<file path="src/rtl/cpr_ram.sv">
// Generic single write port, single read port RAM with registered read.
// No dependencies.
`default_nettype none
module cpr_ram #(
  parameter int unsigned WIDTH = 8,
  parameter int unsigned DEPTH = 256
) (
  input  wire logic                     clk_i,
  input  wire logic                     we_i,
  input  wire logic [$clog2(DEPTH)-1:0] waddr_i,
  input  wire logic [WIDTH-1:0]         wdata_i,
  input  wire logic [$clog2(DEPTH)-1:0] raddr_i,
  output logic      [WIDTH-1:0]         rdata_o
);
  logic [WIDTH-1:0] mem_q [DEPTH];

  always_ff @(posedge clk_i) begin
    if (we_i) begin
      mem_q[waddr_i] <= wdata_i;
    end
    rdata_o <= mem_q[raddr_i];
  end
endmodule
`default_nettype wire

</file>
<file path="config.mk">
export PLATFORM = sky130hd
export DESIGN_NAME = cpr_ram
export DESIGN_NICKNAME = d
export VERILOG_FILES = /design/src/rtl/cpr_ram.sv
export SDC_FILE = /design/constraint.sdc
export NUM_CORES = 2
export LEC_CHECK = 0
export ABC_AREA = 1
export BUFFER_PORTS_ARGS = -buffer_cell sky130_fd_sc_hd__buf_4
export CAP_MARGIN = 30
export CORE_UTILIZATION = 40
export CTS_BUF_LIST = sky130_fd_sc_hd__clkbuf_8
export CTS_CLUSTER_SIZE = 20
export DETAILED_ROUTE_END_ITERATION = 8
export PLACE_DENSITY = 0.64
export SLEW_MARGIN = 30
export SYNTH_ARGS = -nofsm -noshare
export SYNTH_HDL_FRONTEND = slang
export SYNTH_SLANG_ARGS = --single-unit
export TNS_END_PERCENT = 10
</file>
<file path="constraint.sdc">
create_clock -name clk_i -period 2 [get_ports clk_i]
set_input_delay 0.2 -clock clk_i [delete_from_list [all_inputs] [get_ports clk_i]]
set_output_delay 0.2 -clock clk_i [all_outputs]
set_load 0.05 [all_outputs]
</file>
==> Word level (Yosys, flattened, before mapping) <==
Memories as Yosys holds them, arrays and structs flattened. A register that Yosys moved wholly into a read port is not among the register bits.
Cells that the tools add are included.
Widths: inputs -> output; s select.
{ "classes": {"eq_ne": 0, "muxes": 2, "n_div": 0, "reduce_logical": 0, "mul": 0, "n_bitwise": 0, "add_sub_neg": 0, "magnitude_cmp": 0, "n_shift": 0} }
{ "ops": {"columns": ["op", "count"], "rows": [
  ["$mux 1", 2]
]} }
{ "totals": {"inputBits": 26, "ramBits": 2048, "memories": 1, "latchBits": 0, "ff_bits": 0, "romBits": 0} }
{ "mem_list": {"columns": ["memory", "depth", "word_bits", "read_ports", "rd_clocked_by_memory_dff", "write_ports", "line_no", "rtl"], "rows": [
  ["mem_q", 256, 8, 1, 1, 1, "15", "logic [WIDTH-1:0] mem_q [DEPTH];"]
]} }

==> Longest topological paths before layout <==
{ "depth": {"depth_word": 2, "mapped_depth": 15, "ltp_nobuf": 11} }

==> Least setup slack after synthesis <==
OpenSTA, ideal clock, no wires.
{ "synth_timing": {"kind": "input to register", "from": "in we_i", "to": "mem mem_q[162][0] (enable)", "cell_stages": 4, "path_slack_ps": 309, "path_buffers": 2, "required_time_ps": 1630, "arrival_ps": 1321, "cell_sequence": "clkbuf_1 -> nand3_1 -> clkbuf_1 -> nor2_1"} }
{ "synth_between": {"elab_chain_len": 2} }
{ "synth_rtl": {"columns": ["item", "line_no", "rtl"], "rows": [
  ["from (decl)", "9", "input wire logic we_i,"],
  ["$mux 1", "18", "if (we_i) begin"],
  ["$mux 1 (not written as such)", "19", "mem_q[waddr_i] <= wdata_i;"],
  ["to (decl)", "15", null]
]} }
No other way between the ends.

==> results.ini <==
[sta]
fin_skew_ns = 0.0578
fin_ws_ns = -0.0306
tightestPinTransition_ns = 0.604
setup_viol = 2
maxSlewHeadroom = 0.597
fin_crit_sh = 1.02
slew_violations = 0
fmax_mhz = 492
layout_min_cycle_time_ns = 2.03
hold_viol_final = 0

[outcome]
status = finished, violations left
violations = negative setup slack

[floorplan]
die-area_mm2 = 0.210
initial_core_util = 0.403
core_area_mm2 = 0.207
rows = 167
dieHeight_um = 459
pin_count = 34
die_x_um = 459

[route]
drt-initial-drc-count = 6827
vias = 57600
firstDrtPassIters = 6
drtAntennaViolNets = 0
drt-total-wl_mm = 239
viasPerCell = 5.42
post_drt_wl_per_cell_um = 22.4
drc = 0

[worst_setup_path]
critPathMostFrequentCell = nand3_1
slowest_stage = edfxtp_1
cp_max_fo = 1
worstPathRequired_ns = 2.91
path_cells = nand2_1 -> nand3_1 -> nand3_1 -> nand3_1 -> nand3_1 -> nand3_1 -> nand3_1 -> nand2_1 -> nand2_1 -> nand2_1
slowest_delay_ns = 0.36
critPathKind = flip-flop to flip-flop
crit_path_end_kind = flip-flop
start_kind = flip-flop
cp.arrival_ns = 2.94

[power_and_ir_drop]
ir_worst_vdd_mv = 0.749
fin_total_pwr_uw = 87000
p_leak_uw = 0.0353
power.density_mw_per_mm2 = 890

[final_layout]
area_delta_synth_final_pct = 17.2
fin_cells = 10600
fillCellCount = 18200
fin_nets = 7620
finish.utilization = 0.472
drive_gt1_frac = 0.143
final_cell_area_mm2 = 0.0978

[logic_synthesis]
netlist_instances = 7003
ys_warn_count = 0
yosysUniqueCellTypes = 14
yosysTopAreaCell = edfxtp_1
synth_area_per_cell_um2 = 11.9
ys_ff_latch = 2056
synth_top_cell_area_share = 0.737
ys_top_cells_by_area = edfxtp_1 (74%), nand3_1 (12%), nand2_1 (9.6%), buf_2 (1.6%), nor2_1 (1.3%)
synth_nets = 7029
synth_area_mm2 = 0.0834
ys_seq_area_frac = 0.739

[global_routing]
grt_pass1_wl_mm = 354
overflow = 0
first_global_vias = 56000
grt_max_degree = 102
grt_usage = 0.225
antenna_found_initial = 4

[placed_design]
gp_congestion = 0.918
dp.cells = 10000
io_buffer_count = 33
hpwlAfterDp_mm = 148
dpl-instance-area_mm2 = 0.0916

[cts]
clk_pin_slew_worst_paths_ns = 0.06
cts.path.max_buffers = 4
postCtsSetupBuffers = 0
clock-sinks = 2056
h-tree-depth = 5
cts_tree = yes
clock_latency_ns = 1.03
ctsRootBufferMaster = clkbuf_8
cts_made_buffers = 341

[hold_path]
hold_path.class = input pin to flip-flop

[flow_run]
cap_violations = 0

-- synth_stat cells --
cell type     n
clkbuf_1    112
inv_4         1
nand3_1    2019
buf_4        46
buf_2       268
inv_1        36
nor2_1      283
inv_2         2
buf_6        16
dfxtp_1       8
buf_8         1
edfxtp_1   2048
buf_1        40
nand2_1    2123
-- cells by family after synthesis --
kind of cell           after synthesis  share of synthesized area
and+or+nand+nor                   4425                      0.229
DFF                               2056                      0.739
buffers and inverters              522                     0.0312
-- metal layers --
layer,part of all wire,GRT usage
met5,0.000042,0
met1,0.39,0.298
met2,0.47,0.356
met4,0.046,0.108
met3,0.091,0.0420
-- sequential cells by signal (all words and copies together), names as in the netlist --
| signal | count |
|---|---|
| rdata_o | 8 |
| mem_q | 2048 |
-- per-stage QoR --
step | setup slack (ns) | TNS [ns] | hold slack [ns]
6_report | -0.0306 | -0.0467 | 0.111
5_1_grt | -0.00470 | -0.00470 | 0.0762
4_1_cts | 0.0248 | 0 | 0.00499
3_5_place_dp | -0.646 | -4.64 | 0.547
3_3_place_gp | -0.635 | -4.49 | 0.546
2_1_floorplan | 0.309 | 0 | 0.299
-- layout make-up --
| type | instances | area [um2] | share of cell area |
|---|---|---|---|
| Timing Repair Buffer | 731 | 7360 | 0.0753 |
| Tap cell | 2788 | 3490 | 0.0357 |
| Multi-Input combinational cell | 4425 | 19200 | 0.196 |
| Clock buffer | 344 | 4730 | 0.0484 |
| Antenna cell | 6 | 15.0 | 0.000154 |
| Clock inverter | 240 | 1160 | 0.0119 |
| Sequential cell | 2056 | 61700 | 0.631 |
| Inverter | 39 | 180 | 0.00184 |
-- placed cells by master (no fill, tap or decap), types with 11 or more instances in the layout --
master,count
buf_12,137
inv_1,131
clkbuf_8,344
nand2_1,2115
clkinv_1,86
nor2_1,280
buf_8,11
nand3_1,2018
edfxtp_1,2048
buf_4,555
clkinv_2,43
dlygate4sd3_1,26
-- power by group --
group | internal (uW) | switching [uW] | leakage, uW
Clock | 16800 | 16300 | 0.00340
Sequential | 47500 | 34.6 | 0.0185
Combinational | 1920 | 4440 | 0.0134
Total | 66200 | 20800 | 0.0353
-- path summary, 6_finish.rpt --
path	startpoint	slack, ns	end	depth (start not counted)
hold / removal	waddr_i[7]	0.11	mem_q[158][7]$_DFFE_PP_	6
setup / recovery	mem_q[107][2]$_DFFE_PP_	-0.03	rdata_o[2]$_DFF_P_	10
hold reg to reg	mem_q[154][2]$_DFFE_PP_	1.05	rdata_o[2]$_DFF_P_	10
setup reg to reg	mem_q[107][2]$_DFFE_PP_	-0.03	rdata_o[2]$_DFF_P_	10
-- timing repair --
item / CTS / global route
setup endpoints to repair: 1 / 27
gates resized for setup: 1 / 10
hold buffers: 26 / 0
endpoints found under the hold margin: 2123 / 0
cloned: 0 / 0
-- critical path: cells and delay by family, from the launching register on --
kind / cells / cell delay, ns
DFF: 1 / 0.36
and+or+nand+nor: 10 / 1.54
No activity file was read; power rests on OpenSTA's default activity.
