`src/rtl/cpr_pkg.sv`:
```
// Package for the clock page replacement block.
// Holds sizes, opcodes, flag bit positions, state type and memory write structs.
// No dependencies.
`default_nettype none
package cpr_pkg;
  localparam int unsigned NUM_PROCESSES     = 32;
  localparam int unsigned PAGES_PER_PROCESS = 32;
  localparam int unsigned NUM_FRAMES        = 256;
  localparam int unsigned PAGE_BYTES        = 1024;
  localparam int unsigned MAP_DEPTH         = NUM_PROCESSES * PAGES_PER_PROCESS;

  localparam int unsigned OP_W    = 2;
  localparam int unsigned PROC_W  = 5;
  localparam int unsigned ADDR_W  = 15;
  localparam int unsigned FRAME_W = 8;
  localparam int unsigned PAGE_W  = 5;
  localparam int unsigned MAP_AW  = $clog2(MAP_DEPTH);
  localparam int unsigned MAP_W   = FRAME_W + 1;
  localparam int unsigned FLAG_W  = 3;
  localparam int unsigned OWN_W   = PROC_W + PAGE_W;
  localparam int unsigned PAGE_SH = $clog2(PAGE_BYTES);
  localparam int unsigned CNT_W   = MAP_AW + 1;

  localparam logic [OP_W-1:0] OP_LOOKUP = 2'd0;
  localparam logic [OP_W-1:0] OP_FAULT  = 2'd1;
  localparam logic [OP_W-1:0] OP_REMOVE = 2'd2;

  localparam int unsigned FLG_OCC = 0;
  localparam int unsigned FLG_REF = 1;

  typedef enum logic [3:0] {
    S_CLR, S_IDLE, S_LK, S_RM_RD, S_RM_WR, S_FLT, S_EV_RD, S_EV_CK, S_MAP_WR, S_DONE
  } state_e;

  typedef struct packed {
    logic              we;
    logic [MAP_AW-1:0] addr;
    logic [MAP_W-1:0]  data;
  } map_wr_t;

  typedef struct packed {
    logic               we;
    logic [FRAME_W-1:0] addr;
    logic [FLAG_W-1:0]  data;
  } flg_wr_t;

  typedef struct packed {
    logic               we;
    logic [FRAME_W-1:0] addr;
    logic [OWN_W-1:0]   data;
  } own_wr_t;
endpackage
`default_nettype wire

```
`src/rtl/cpr_core.sv`:
```
// Sequencer for lookup, fault walk and remove over the page map, flag and owner RAMs.
// Depends on cpr_pkg; holds the clock hand and the result register.
`default_nettype none
module cpr_core (
  input  wire logic                            clk_i,
  input  wire logic                            rst_ni,
  input  wire logic                            in_valid_i,
  output logic                                 in_stall_o,
  input  wire logic [cpr_pkg::OP_W-1:0]        opcode_i,
  input  wire logic [cpr_pkg::PROC_W-1:0]      process_index_i,
  input  wire logic [cpr_pkg::ADDR_W-1:0]      address_i,
  output logic                                 out_valid_o,
  input  wire logic                            out_stall_i,
  output logic [cpr_pkg::FRAME_W-1:0]          frame_o,
  output logic                                 mapped_o,
  output logic                                 evicted_o,
  output logic [cpr_pkg::PROC_W-1:0]           victim_process_o,
  output logic [cpr_pkg::PAGE_W-1:0]           victim_page_o,
  output cpr_pkg::map_wr_t                     map_wr_o,
  output logic [cpr_pkg::MAP_AW-1:0]           map_raddr_o,
  input  wire logic [cpr_pkg::MAP_W-1:0]       map_rdata_i,
  output cpr_pkg::flg_wr_t                     flg_wr_o,
  output logic [cpr_pkg::FRAME_W-1:0]          flg_raddr_o,
  input  wire logic [cpr_pkg::FLAG_W-1:0]      flg_rdata_i,
  output cpr_pkg::own_wr_t                     own_wr_o,
  output logic [cpr_pkg::FRAME_W-1:0]          own_raddr_o,
  input  wire logic [cpr_pkg::OWN_W-1:0]       own_rdata_i
);
  import cpr_pkg::*;

  state_e             state_q, state_d;
  logic [PROC_W-1:0]  proc_q, proc_d;
  logic [PAGE_W-1:0]  page_q, page_d;
  logic [CNT_W-1:0]   cnt_q, cnt_d;
  logic [FRAME_W-1:0] hand_q, hand_d;
  logic [FRAME_W-1:0] rd_f_q, rd_f_d;
  logic [FRAME_W-1:0] ev_f_q, ev_f_d;
  logic               pv_q, pv_d;
  logic [FRAME_W-1:0] tk_frame_q, tk_frame_d;
  logic               tk_map_q, tk_map_d;
  logic               tk_ev_q, tk_ev_d;
  logic [OWN_W-1:0]   vic_q, vic_d;
  logic               ov_q, ov_d;
  logic [FRAME_W-1:0] r_frame_q, r_frame_d;
  logic               r_map_q, r_map_d;
  logic               r_ev_q, r_ev_d;
  logic [OWN_W-1:0]   r_vic_q, r_vic_d;

  logic [PAGE_W-1:0]  in_page;
  logic [MAP_AW-1:0]  in_idx, cur_idx, rm_idx, vic_idx;
  logic               issue, take;

  assign in_page = address_i[PAGE_SH +: PAGE_W];
  assign in_idx  = MAP_AW'(process_index_i) * MAP_AW'(PAGES_PER_PROCESS) + MAP_AW'(in_page);
  assign cur_idx = MAP_AW'(proc_q) * MAP_AW'(PAGES_PER_PROCESS) + MAP_AW'(page_q);
  assign rm_idx  = MAP_AW'(proc_q) * MAP_AW'(PAGES_PER_PROCESS) + MAP_AW'(cnt_q);
  assign vic_idx = MAP_AW'(vic_q[PAGE_W +: PROC_W]) * MAP_AW'(PAGES_PER_PROCESS)
                 + MAP_AW'(vic_q[PAGE_W-1:0]);

  assign in_stall_o       = (state_q != S_IDLE);
  assign out_valid_o      = ov_q;
  assign frame_o          = r_frame_q;
  assign mapped_o         = r_map_q;
  assign evicted_o        = r_ev_q;
  assign victim_process_o = r_vic_q[PAGE_W +: PROC_W];
  assign victim_page_o    = r_vic_q[PAGE_W-1:0];

  always_ff @(posedge clk_i or negedge rst_ni) begin
    if (!rst_ni) begin
      state_q <= S_CLR;
      cnt_q   <= '0;
      hand_q  <= '0;
      pv_q    <= 1'b0;
      ov_q    <= 1'b0;
    end else begin
      state_q <= state_d;
      cnt_q   <= cnt_d;
      hand_q  <= hand_d;
      pv_q    <= pv_d;
      ov_q    <= ov_d;
    end
  end

  always_ff @(posedge clk_i) begin
    proc_q     <= proc_d;
    page_q     <= page_d;
    rd_f_q     <= rd_f_d;
    ev_f_q     <= ev_f_d;
    tk_frame_q <= tk_frame_d;
    tk_map_q   <= tk_map_d;
    tk_ev_q    <= tk_ev_d;
    vic_q      <= vic_d;
    r_frame_q  <= r_frame_d;
    r_map_q    <= r_map_d;
    r_ev_q     <= r_ev_d;
    r_vic_q    <= r_vic_d;
  end

  always_comb begin
    state_d    = state_q;
    proc_d     = proc_q;
    page_d     = page_q;
    cnt_d      = cnt_q;
    hand_d     = hand_q;
    rd_f_d     = rd_f_q;
    ev_f_d     = ev_f_q;
    pv_d       = 1'b0;
    tk_frame_d = tk_frame_q;
    tk_map_d   = tk_map_q;
    tk_ev_d    = tk_ev_q;
    vic_d      = vic_q;
    ov_d       = ov_q & out_stall_i;
    r_frame_d  = r_frame_q;
    r_map_d    = r_map_q;
    r_ev_d     = r_ev_q;
    r_vic_d    = r_vic_q;
    map_wr_o   = '0;
    flg_wr_o   = '0;
    own_wr_o   = '0;
    map_raddr_o = cur_idx;
    flg_raddr_o = rd_f_q;
    own_raddr_o = rd_f_q;
    issue      = 1'b0;
    take       = 1'b0;

    case (state_q)
      S_CLR: begin
        map_wr_o = '{we: 1'b1, addr: cnt_q[MAP_AW-1:0], data: '0};
        flg_wr_o = '{we: 1'b1, addr: cnt_q[FRAME_W-1:0], data: '0};
        cnt_d    = cnt_q + 1'b1;
        if (cnt_q == CNT_W'(MAP_DEPTH - 1)) begin
          state_d = S_IDLE;
        end
      end
      S_IDLE: begin
        map_raddr_o = in_idx;
        if (in_valid_i) begin
          proc_d     = process_index_i;
          page_d     = in_page;
          tk_frame_d = '0;
          tk_map_d   = 1'b0;
          tk_ev_d    = 1'b0;
          vic_d      = '0;
          cnt_d      = '0;
          rd_f_d     = hand_q;
          case (opcode_i)
            OP_LOOKUP: state_d = S_LK;
            OP_FAULT:  state_d = S_FLT;
            OP_REMOVE: state_d = S_RM_RD;
            default:   state_d = S_DONE;
          endcase
        end
      end
      S_LK: begin
        if (map_rdata_i[FRAME_W]) begin
          tk_frame_d = map_rdata_i[FRAME_W-1:0];
          tk_map_d   = 1'b1;
        end
        state_d = S_DONE;
      end
      S_RM_RD: begin
        map_raddr_o = rm_idx;
        state_d     = S_RM_WR;
      end
      S_RM_WR: begin
        if (map_rdata_i[FRAME_W]) begin
          map_wr_o = '{we: 1'b1, addr: rm_idx, data: '0};
          flg_wr_o = '{we: 1'b1, addr: map_rdata_i[FRAME_W-1:0], data: '0};
        end
        cnt_d = cnt_q + 1'b1;
        if (cnt_q == CNT_W'(PAGES_PER_PROCESS - 1)) begin
          state_d = S_DONE;
        end else begin
          state_d = S_RM_RD;
        end
      end
      S_FLT: begin
        if (pv_q) begin
          hand_d = ev_f_q;
          if (!flg_rdata_i[FLG_OCC]) begin
            take     = 1'b1;
            flg_wr_o = '{we: 1'b1, addr: ev_f_q,
                         data: flg_rdata_i | FLAG_W'(1 << FLG_OCC)};
            own_wr_o = '{we: 1'b1, addr: ev_f_q, data: {proc_q, page_q}};
            tk_frame_d = ev_f_q;
            tk_map_d   = 1'b1;
            state_d    = S_MAP_WR;
          end else if (!flg_rdata_i[FLG_REF]) begin
            flg_wr_o = '{we: 1'b1, addr: ev_f_q,
                         data: flg_rdata_i | FLAG_W'(1 << FLG_REF)};
          end else begin
            take     = 1'b1;
            flg_wr_o = '{we: 1'b1, addr: ev_f_q, data: FLAG_W'(1 << FLG_OCC)};
            own_wr_o = '{we: 1'b1, addr: ev_f_q, data: {proc_q, page_q}};
            vic_d      = own_rdata_i;
            tk_frame_d = ev_f_q;
            tk_map_d   = 1'b1;
            tk_ev_d    = 1'b1;
            state_d    = S_EV_RD;
          end
        end
        issue = !take && (cnt_q != CNT_W'(NUM_FRAMES));
        if (issue) begin
          rd_f_d = rd_f_q + 1'b1;
          ev_f_d = rd_f_q;
          cnt_d  = cnt_q + 1'b1;
          pv_d   = 1'b1;
        end else if (!take && pv_q) begin
          state_d = S_DONE;
        end
      end
      S_EV_RD: begin
        map_raddr_o = vic_idx;
        state_d     = S_EV_CK;
      end
      S_EV_CK: begin
        if (map_rdata_i[FRAME_W] && map_rdata_i[FRAME_W-1:0] == tk_frame_q) begin
          map_wr_o = '{we: 1'b1, addr: vic_idx, data: '0};
        end
        state_d = S_MAP_WR;
      end
      S_MAP_WR: begin
        map_wr_o = '{we: 1'b1, addr: cur_idx, data: {1'b1, tk_frame_q}};
        state_d  = S_DONE;
      end
      S_DONE: begin
        if (!ov_q || !out_stall_i) begin
          ov_d      = 1'b1;
          r_frame_d = tk_frame_q;
          r_map_d   = tk_map_q;
          r_ev_d    = tk_ev_q;
          r_vic_d   = vic_q;
          state_d   = S_IDLE;
        end
      end
      default: state_d = S_IDLE;
    endcase
  end
endmodule
`default_nettype wire

```
`config.mk`:
```
export PLATFORM = sky130hd
export DESIGN_NAME = cpr_core
export DESIGN_NICKNAME = d
export VERILOG_FILES = /design/src/rtl/cpr_pkg.sv /design/src/rtl/cpr_core.sv
export SDC_FILE = /design/constraint.sdc
export NUM_CORES = 1
export LEC_CHECK = 0
export BUFFER_PORTS_ARGS = -buffer_cell sky130_fd_sc_hd__buf_4
export CORE_UTILIZATION = 52
export CTS_BUF_LIST = sky130_fd_sc_hd__clkbuf_4 sky130_fd_sc_hd__clkbuf_8 sky130_fd_sc_hd__clkbuf_16
export DETAILED_ROUTE_END_ITERATION = 8
export PLACE_DENSITY = 0.77
export SYNTH_ARGS = -nofsm -noshare
export SYNTH_HDL_FRONTEND = slang
export SYNTH_SLANG_ARGS = --single-unit
```
`constraint.sdc`:
```
create_clock -name clk_i -period 3.24 [get_ports clk_i]
set_input_delay 0.648 -clock clk_i [delete_from_list [all_inputs] [get_ports clk_i]]
set_output_delay 0.648 -clock clk_i [all_outputs]
set_load 0.1 [all_outputs]
```
[Word level (Yosys, flattened, before mapping)]
Index checks and enable logic that the tools add are counted.
Word-level totals
  register bits: 91
  input bits: 48
  output and inout port bits: 99
  word-level logic and storage cells: 130
Operators by class
  add/subtract/negate cells: 6
  equal/unequal tests: 25
  multiplexer cells: 58
  bitwise gates (word level): 1
  reduce and logical (&&, ||, !) cells: 23
Operator list (count)
  $pmux W20 S4: 1
  $mux W19: 4
  $mux W8: 7
  $mux W10: 4
  $mux W20: 2
  $mux W4: 9
  $pmux W12 S3: 1
  $pmux W4 S9: 1
  $pmux W11 S3: 1
  $add A10 B5 Y10: 3
  $pmux W10 S3: 1
  $mux W12: 2
  $pmux W8 S3: 1
  $mux W11: 2
  $pmux W10 S2: 1
  $eq A4 B3 Y1 const B: 4
  $ne A2 B2 Y1 const B: 8
  $pmux W8 S2: 1
  $mux W1: 15
  $pmux W4 S3: 1
  $add A11 B1 Y11 const B: 1
  $eq A11 B10 Y1 const B: 1
  $eq A11 B5 Y1 const B: 1
  $ne A11 B9 Y1 const B: 1
  other kinds (25): 40

[Depth between registers and ports, before layout]
Gate-level depths: netlist of the first run.
  word-level depth: 9
  depth in mapped cells: 9
  mapped depth without buffers: 8

[Worst setup path after synthesis of the first run]
No wires, ideal clock.
  path kind: register to output
  from: reg cnt_q[6]
  to: out map_raddr_o[9] in the netlist's numbering
  arrival time: 3.655 ns
  data required time: 2.592 ns
  path slack: -1.063 ns
  cell stages (with the launch flop): 9
  path buffers: 1
  cells stage by stage: dfrtp_1 > clkbuf_1 > inv_1 > fa_1 > inv_1 > a21o_1 > a21oi_1 > xnor2_1 > o21ai_0
Between the ends
  word-level cells in the longest chain between the ends: 2
RTL lines
  start, declared: line cpr_core.sv:34  | logic [CNT_W-1:0] cnt_q, cnt_d;
  start signal, assigned: line cpr_core.sv:77  | cnt_q <= cnt_d;
  $add A10 B10 Y10: line cpr_core.sv:56  | assign rm_idx = MAP_AW'(proc_q) * MAP_AW'(PAGES_PER_PROCESS) + MAP_AW'(cnt_q);
  $pmux W10 S3: line cpr_core.sv:126  | case (state_q)
  end, declared: line cpr_core.sv:20  | output logic [cpr_pkg::MAP_AW-1:0] map_raddr_o,
Every way passes these cells.

==> impl_metrics.tcl, run 1 <==
set metrics [dict create \
    status "finished, final reports clean" \
    synth.avg_cell_area_um2 10.26 \
    max_slew.worst_pin.slew_ns 0.7705 \
    yosysTopAreaCell "edfxtp_1" \
    clockBufferDepth 2 \
    worstPathRequired_ns 2.59 \
    nNetsFinal 666 \
    area_growth_pct 27.79 \
    cellLeakagePower_nw 2.737 \
    cts-root-buf "clkbuf_8" \
    n_fill_cell 715 \
    fin_area_um2 6266 \
    die-area_um2 9822 \
    fin_worst_skew_ns 0.006330 \
    pwr-share-clk 0.261 \
    gp_congestion 0.8954 \
    synth_top_area_frac 0.4042 \
    final_util 0.6814 \
    endpoint_kind "primary output" \
    wl_per_cell_um 19.44 \
    setup_violations 0 \
    synthTopCellsByCount "nand2_1, edfxtp_1, and2_1" \
    numCtsBuffers 9 \
    power_density_nw_per_um2 458.0 \
    maxCapViolCount 0 \
    hold_path.class "input pin to asynchronous set/reset pin" \
    cts.sinks 91 \
    synth_seq_area_share 0.5318 \
    synth-main-ff-cell "edfxtp_1" \
    rows 35 \
    antenna_found_initial 0 \
    crit_family "flip-flops" \
    cp_cell_sequence "inv_1 -> fa_2 -> inv_1 -> a21o_1 -> a21oi_1 -> xnor2_1 -> o211ai_1 -> buf_4" \
    clkLatencyLatePin_ns 0.36 \
    internal-power_mw 1.772 \
    ios 147 \
    drv_slew 0 \
    cp-start-kind "flop" \
    grt_pass1_vias 4227 \
    post-route-period-util 0.9640 \
    wl_um 14080 \
    dp_hpwl_um 10190 \
    setup_ws_ns 0.1166 \
    antenna-diode-count 0 \
    dr.pass1.iters 5 \
    async_reset_ff_frac 0.2747 \
    ys_ff_latch 91 \
    cts_max_level 3 \
    initial_core_util 0.5332 \
    clk_pin_slew_ns 0.10 \
    slowest_stage "dfrtp_1" \
    ys_types 57 \
    synth_area_um2 4903 \
    cpMostUsedCell "inv_1" \
    synth.top_cells.by_area "edfxtp_1, dfrtp_1, nand2_1" \
    yosysWarnings 0 \
    ir_worst_vdd_mv 0.3856 \
    track_usage 0.2961 \
    detail-route-antenna-nets 0 \
    pwr-share-seq 0.465 \
    die_w_um 99.11 \
    cts_tree "yes" \
    syn-num-nets 536 \
    final_hold_viol_count 0 \
    crit_fanout 10 \
    worstSetupPathType "flop to primary output" \
    power_mw 2.870 \
    max_stage_delay_ns 0.60 \
    core_area_um2 9196 \
    comb_power_share 0.274 \
    maxClockFrequency_mhz 320.2 \
    vias_per_cell 6.064 \
    yosys.cell_count.top_type "nand2_1" \
    drt_iter0_markers 499 \
    slew-limit-headroom 0.4829 \
    p_sw_frac 0.3823 \
    rsz0062_at_grt "no" \
    grt_pass1_wl_um 22110 \
    vias 4390 \
    grt_max_degree 30 \
    pre_cts_ws_ns 0.4114 \
    drc 0 \
    post_cts_buffers 0 \
    port_buffers 136 \
    gr-total-overflow 0 \
    place_area_um2 6081 \
    layout_min_cycle_time_ns 3.123 \
    die_y_um 99.11 \
    drive_gt1_frac 0.3214 \
    fin_tns_setup_ns 0 \
    crit_buf_inv 3 \
    p_switching_mw 1.097 \
    synth-edff-count 66 \
    synthCells 478 \
    arrival_ns 2.48 \
]
-- final cells by class --
cell class / instances / area, µm² / share of cell area
sequential: 91 / 2609 / 0.4163
inverter: 17 / 63.81 / 0.01018
timing repair buffer: 154 / 1156 / 0.1845
tap: 111 / 138.9 / 0.02216
clock buffer: 9 / 123.9 / 0.01977
multi-input combinational: 335 / 2115 / 0.3375
clock inverter: 7 / 60.06 / 0.009585
-- flip-flops by register name, indices dropped and copies added (netlist names), 5 cells and up --
register,cells
vic_q,10
page_q,5
tk_frame_q,8
ev_f_q,8
flg_raddr_o,8
frame_o,8
r_vic_q,10
cnt_q,11
hand_q,8
proc_q,5
-- what timing repair did --
item                                    CTS  global route
endpoints found under the setup margin    0             8
hold buffers                              0             0
resized for setup                         0             1
-- worst paths after layout --
check                           start      endpoint  slack, ns  depth (start not counted)
setup / recovery             cnt_q[6]  map_wr_o[18]       0.12                          8
hold / removal                 rst_ni    state_q[3]       0.19                          1
setup reg to reg           state_q[2]      cnt_q[6]       0.56                          8
hold reg to reg              tk_map_q      mapped_o       0.44                          0
max in group asynchronous      rst_ni    state_q[3]       2.75                          1
min in group clk_i           tk_map_q      mapped_o       0.44                          0
-- logic make-up (layout without fill, tap and decap cells) --
logic type / Yosys count / count (layout) / synth area share
AOI/OAI and AO/OA: 98 / 98 / 0.1447
xor gates and xnor gates: 18 / 18 / 0.03215
adders and majority gates: 10 / 10 / 0.02705
buffers and inverters: 52 / 187 / 0.04771
DFF: 91 / 91 / 0.5318
and+or+nand+nor: 209 / 209 / 0.2166
-- worst reg2reg max path: stages, from the launching register on --
cell and delay (ns):
dfrtp_1 0.52, buf_4 0.24, nand3b_4 0.08, inv_2 0.04
nand2_2 0.23, inv_2 0.23, a221o_2 0.57, nand2b_1 0.34
o41ai_2 0.33
-- metrics by stage --
step	hold WS [ns]	cells
6_report	0.1927	724
5_1_grt	0.2026	724
4_1_cts	0.1940	724
3_5_place_dp	0.4173	708
3_3_place_gp	0.4032	708
2_1_floorplan	0.3524	478
-- layer usage --
layer | up-vias | track usage | share of wire
met5 | - | 0 | 0
met4 | 0 | 0.1199 | 0.022
met3 | 27 | 0.06395 | 0.099
met2 | 289 | 0.4788 | 0.48
met1 | 2093 | 0.3919 | 0.40
li1 | 1981 | - | -
-- layout by cell type, fill, tap and decap left out, types with 6 or more instances in the layout --
master / synthesis / routed
o21ai_1: 9 / 11
and2_1: 37 / 37
ha_1: 9 / 8
buf_4: 10 / 154
nand2_1: 95 / 95
a22oi_1: 12 / 12
clkbuf_8: 0 / 9
o31ai_1: 6 / 6
a222oi_1: 13 / 13
edfxtp_1: 66 / 66
xnor2_1: 13 / 13
inv_1: 15 / 15
o21ai_0: 13 / 11
a21oi_1: 14 / 13
dfrtp_1: 25 / 24
nand3_1: 10 / 10
nor2_1: 17 / 13
-- power by group through the flow --
stage | registers [mW] | clock network [mW] | logic, mW
after floorplan | 1.31 | 0 | 0.624
after global placement | 1.36 | 0 | 0.773
after detailed placement | 1.36 | 0 | 0.782
after CTS | 1.33 | 0.754 | 0.784
after global routing | 1.34 | 0.796 | 0.828
final | 1.33 | 0.749 | 0.786
(Power assumes the default switching activity.)
==> run 2, diff against run 1 <==
==> constraint.sdc (replaced) <==
create_clock -name clk_i -period 3.24 [get_ports clk_i]
set_input_delay 0.486 -clock clk_i [delete_from_list [all_inputs] [get_ports clk_i]]
set_output_delay 0.486 -clock clk_i [all_outputs]
set_load 0.1 [all_outputs]
==> impl_metrics.tcl, run 2 (synthesized netlist as in run 1, its figures left out) <==
set metrics [dict create \
    cellLeakagePower_nw 2.715 \
    worst_r2r_path_depth 8 \
    setup_ws_ns 0.1973 \
    ios 147 \
    max_slew.worst_pin.slew_ns 0.6319 \
    post_cts_buffers 0 \
    max_flop_register "cnt_q" \
    crit_buf_inv 4 \
    drive_gt1_frac 0.3120 \
    core_area_um2 9196 \
    cts.sinks 91 \
    die_w_um 99.11 \
    antenna_found_initial 0 \
    vias 4332 \
    regToRegEndpoint "cnt_q[6]" \
    clkLatencyLatePin_ns 0.36 \
    wl_per_cell_um 19.31 \
    pwr-share-seq 0.458 \
    internal-power_mw 1.853 \
    setup_violations 0 \
    crit_fanout 17 \
    p_switching_mw 1.071 \
    drc 0 \
    final_cell_mix "buf_4, nand2_1, edfxtp_1, and2_1, dfrtp_1" \
    grt_max_degree 30 \
    slowest_stage "dfrtp_2" \
    gr-total-overflow 0 \
    slew-limit-headroom 0.5783 \
    cp_cell_sequence "nor2b_2 -> nand3b_4 -> inv_2 -> nand2_2 -> inv_2 -> a222oi_1 -> inv_1 -> buf_4" \
    track_usage 0.2883 \
    vias_per_cell 6.017 \
    detail-route-antenna-nets 0 \
    final_util 0.6784 \
    comb_power_share 0.270 \
    endpoint_kind "primary output" \
    fin_area_um2 6238 \
    worst_hold_slack_ns 0.03491 \
    ir_worst_vdd_mv 0.4144 \
    pwr-share-clk 0.273 \
    crit_family "buffers and inverters" \
    maxCapViolCount 0 \
    cts-root-buf "clkbuf_8" \
    final_hold_viol_count 0 \
    largest_reg_flops 11 \
    nNetsFinal 662 \
    place_area_um2 6030 \
    maxClockFrequency_mhz 328.7 \
    r2r-start "state_q[1]" \
    arrival_ns 2.56 \
    rsz0062_at_grt "no" \
    area_growth_pct 27.23 \
    hold_path.class "input pin to asynchronous set/reset pin" \
    clk_pin_slew_ns 0.09 \
    power_density_nw_per_um2 468.8 \
    wl_um 13900 \
    antenna-diode-count 0 \
    cts_resized 0 \
    top_regs "cnt_q: 11 flops, r_vic_q: 10 flops, vic_q: 10 flops" \
    layout_commonest_cell "buf_4" \
    dp_hpwl_um 10080 \
    status "finished, final reports clean" \
    gp_congestion 0.8901 \
    post-route-period-util 0.9391 \
    port_buffers 136 \
    clockBufferDepth 2 \
    drv_slew 0 \
    rows 35 \
    drt_iter0_markers 427 \
    initial_core_util 0.5332 \
    grt_pass1_wl_um 21420 \
    dr.pass1.iters 5 \
    die-area_um2 9822 \
    numCtsBuffers 9 \
    worstPathRequired_ns 2.75 \
    cp-start-kind "flop" \
    fin_tns_setup_ns 0 \
    cts_tree "yes" \
    cpMostUsedCell "inv_2" \
    p_sw_frac 0.3663 \
    die_y_um 99.11 \
    fin_worst_skew_ns 0.01009 \
    cts_max_level 3 \
    layout_min_cycle_time_ns 3.043 \
    hold_buffers 0 \
    max_stage_delay_ns 0.53 \
    ff2ff_setup_slack_ns 0.54 \
    worstSetupPathType "flop to primary output" \
    pre_cts_ws_ns 0.3895 \
    grt_pass1_vias 4071 \
]
## run 2: changes by cell type in the layout (fill, tap and decap cells not counted), moves of 2 or more
cell / previous run / this run
dfrtp_2: 1 / 3
nor2_2: 4 / 0
buf_4: 154 / 150
dfrtp_1: 24 / 22
nor2_1: 13 / 17
## run 2: how the worst max path moves through the flow
stage / start / to / slack, ns / cells past startpoint
3_5_place_dp: state_q[1] / cnt_q[6] / 0.39 / 8
2_1_floorplan: cnt_q[5] / map_wr_o[18] / -0.1 / 8
4_1_cts: state_q[1] / flg_wr_o[3] / 0.04 / 8
3_3_place_gp: state_q[1] / cnt_q[6] / 0.44 / 8
6_report: state_q[1] / flg_wr_o[3] / 0.20 / 8
5_1_grt: state_q[1] / flg_wr_o[9] / 0.02 / 8
## run 2: layout make-up
class / instances / area, µm²
fillers: 715 / 2958
well taps: 111 / 138.9
repair buffers: 150 / 1126
inverters: 17 / 63.81
multi-input cells: 335 / 2093
clock inverters: 6 / 73.82
clock buffers: 10 / 131.4
flip-flops and latches: 91 / 2611
## run 2: stage by stage
step                      power (mW)  cells
final                          2.925    720
after CTS                      2.933    720
after floorplan                1.934    478
after global routing           3.022    720
after detailed placement       2.147    704
after global placement         2.132    704
## run 2: metal layers
layer	track usage	vias up	share of wire
met5	0	-	0
met4	0.1267	0	0.027
met3	0.04708	37	0.092
met2	0.4664	267	0.47
met1	0.3876	2065	0.41
li1	-	1963	-
## run 2: power groups by stage
| stage | Sequential (mW) | Combinational, mW | Clock, mW |
|---|---|---|---|
| final | 1.34 | 0.789 | 0.798 |
| after global routing | 1.34 | 0.825 | 0.853 |
| after CTS | 1.34 | 0.788 | 0.810 |
| after detailed placement | 1.36 | 0.786 | 0 |
| after global placement | 1.36 | 0.774 | 0 |
| after floorplan | 1.31 | 0.624 | 0 |
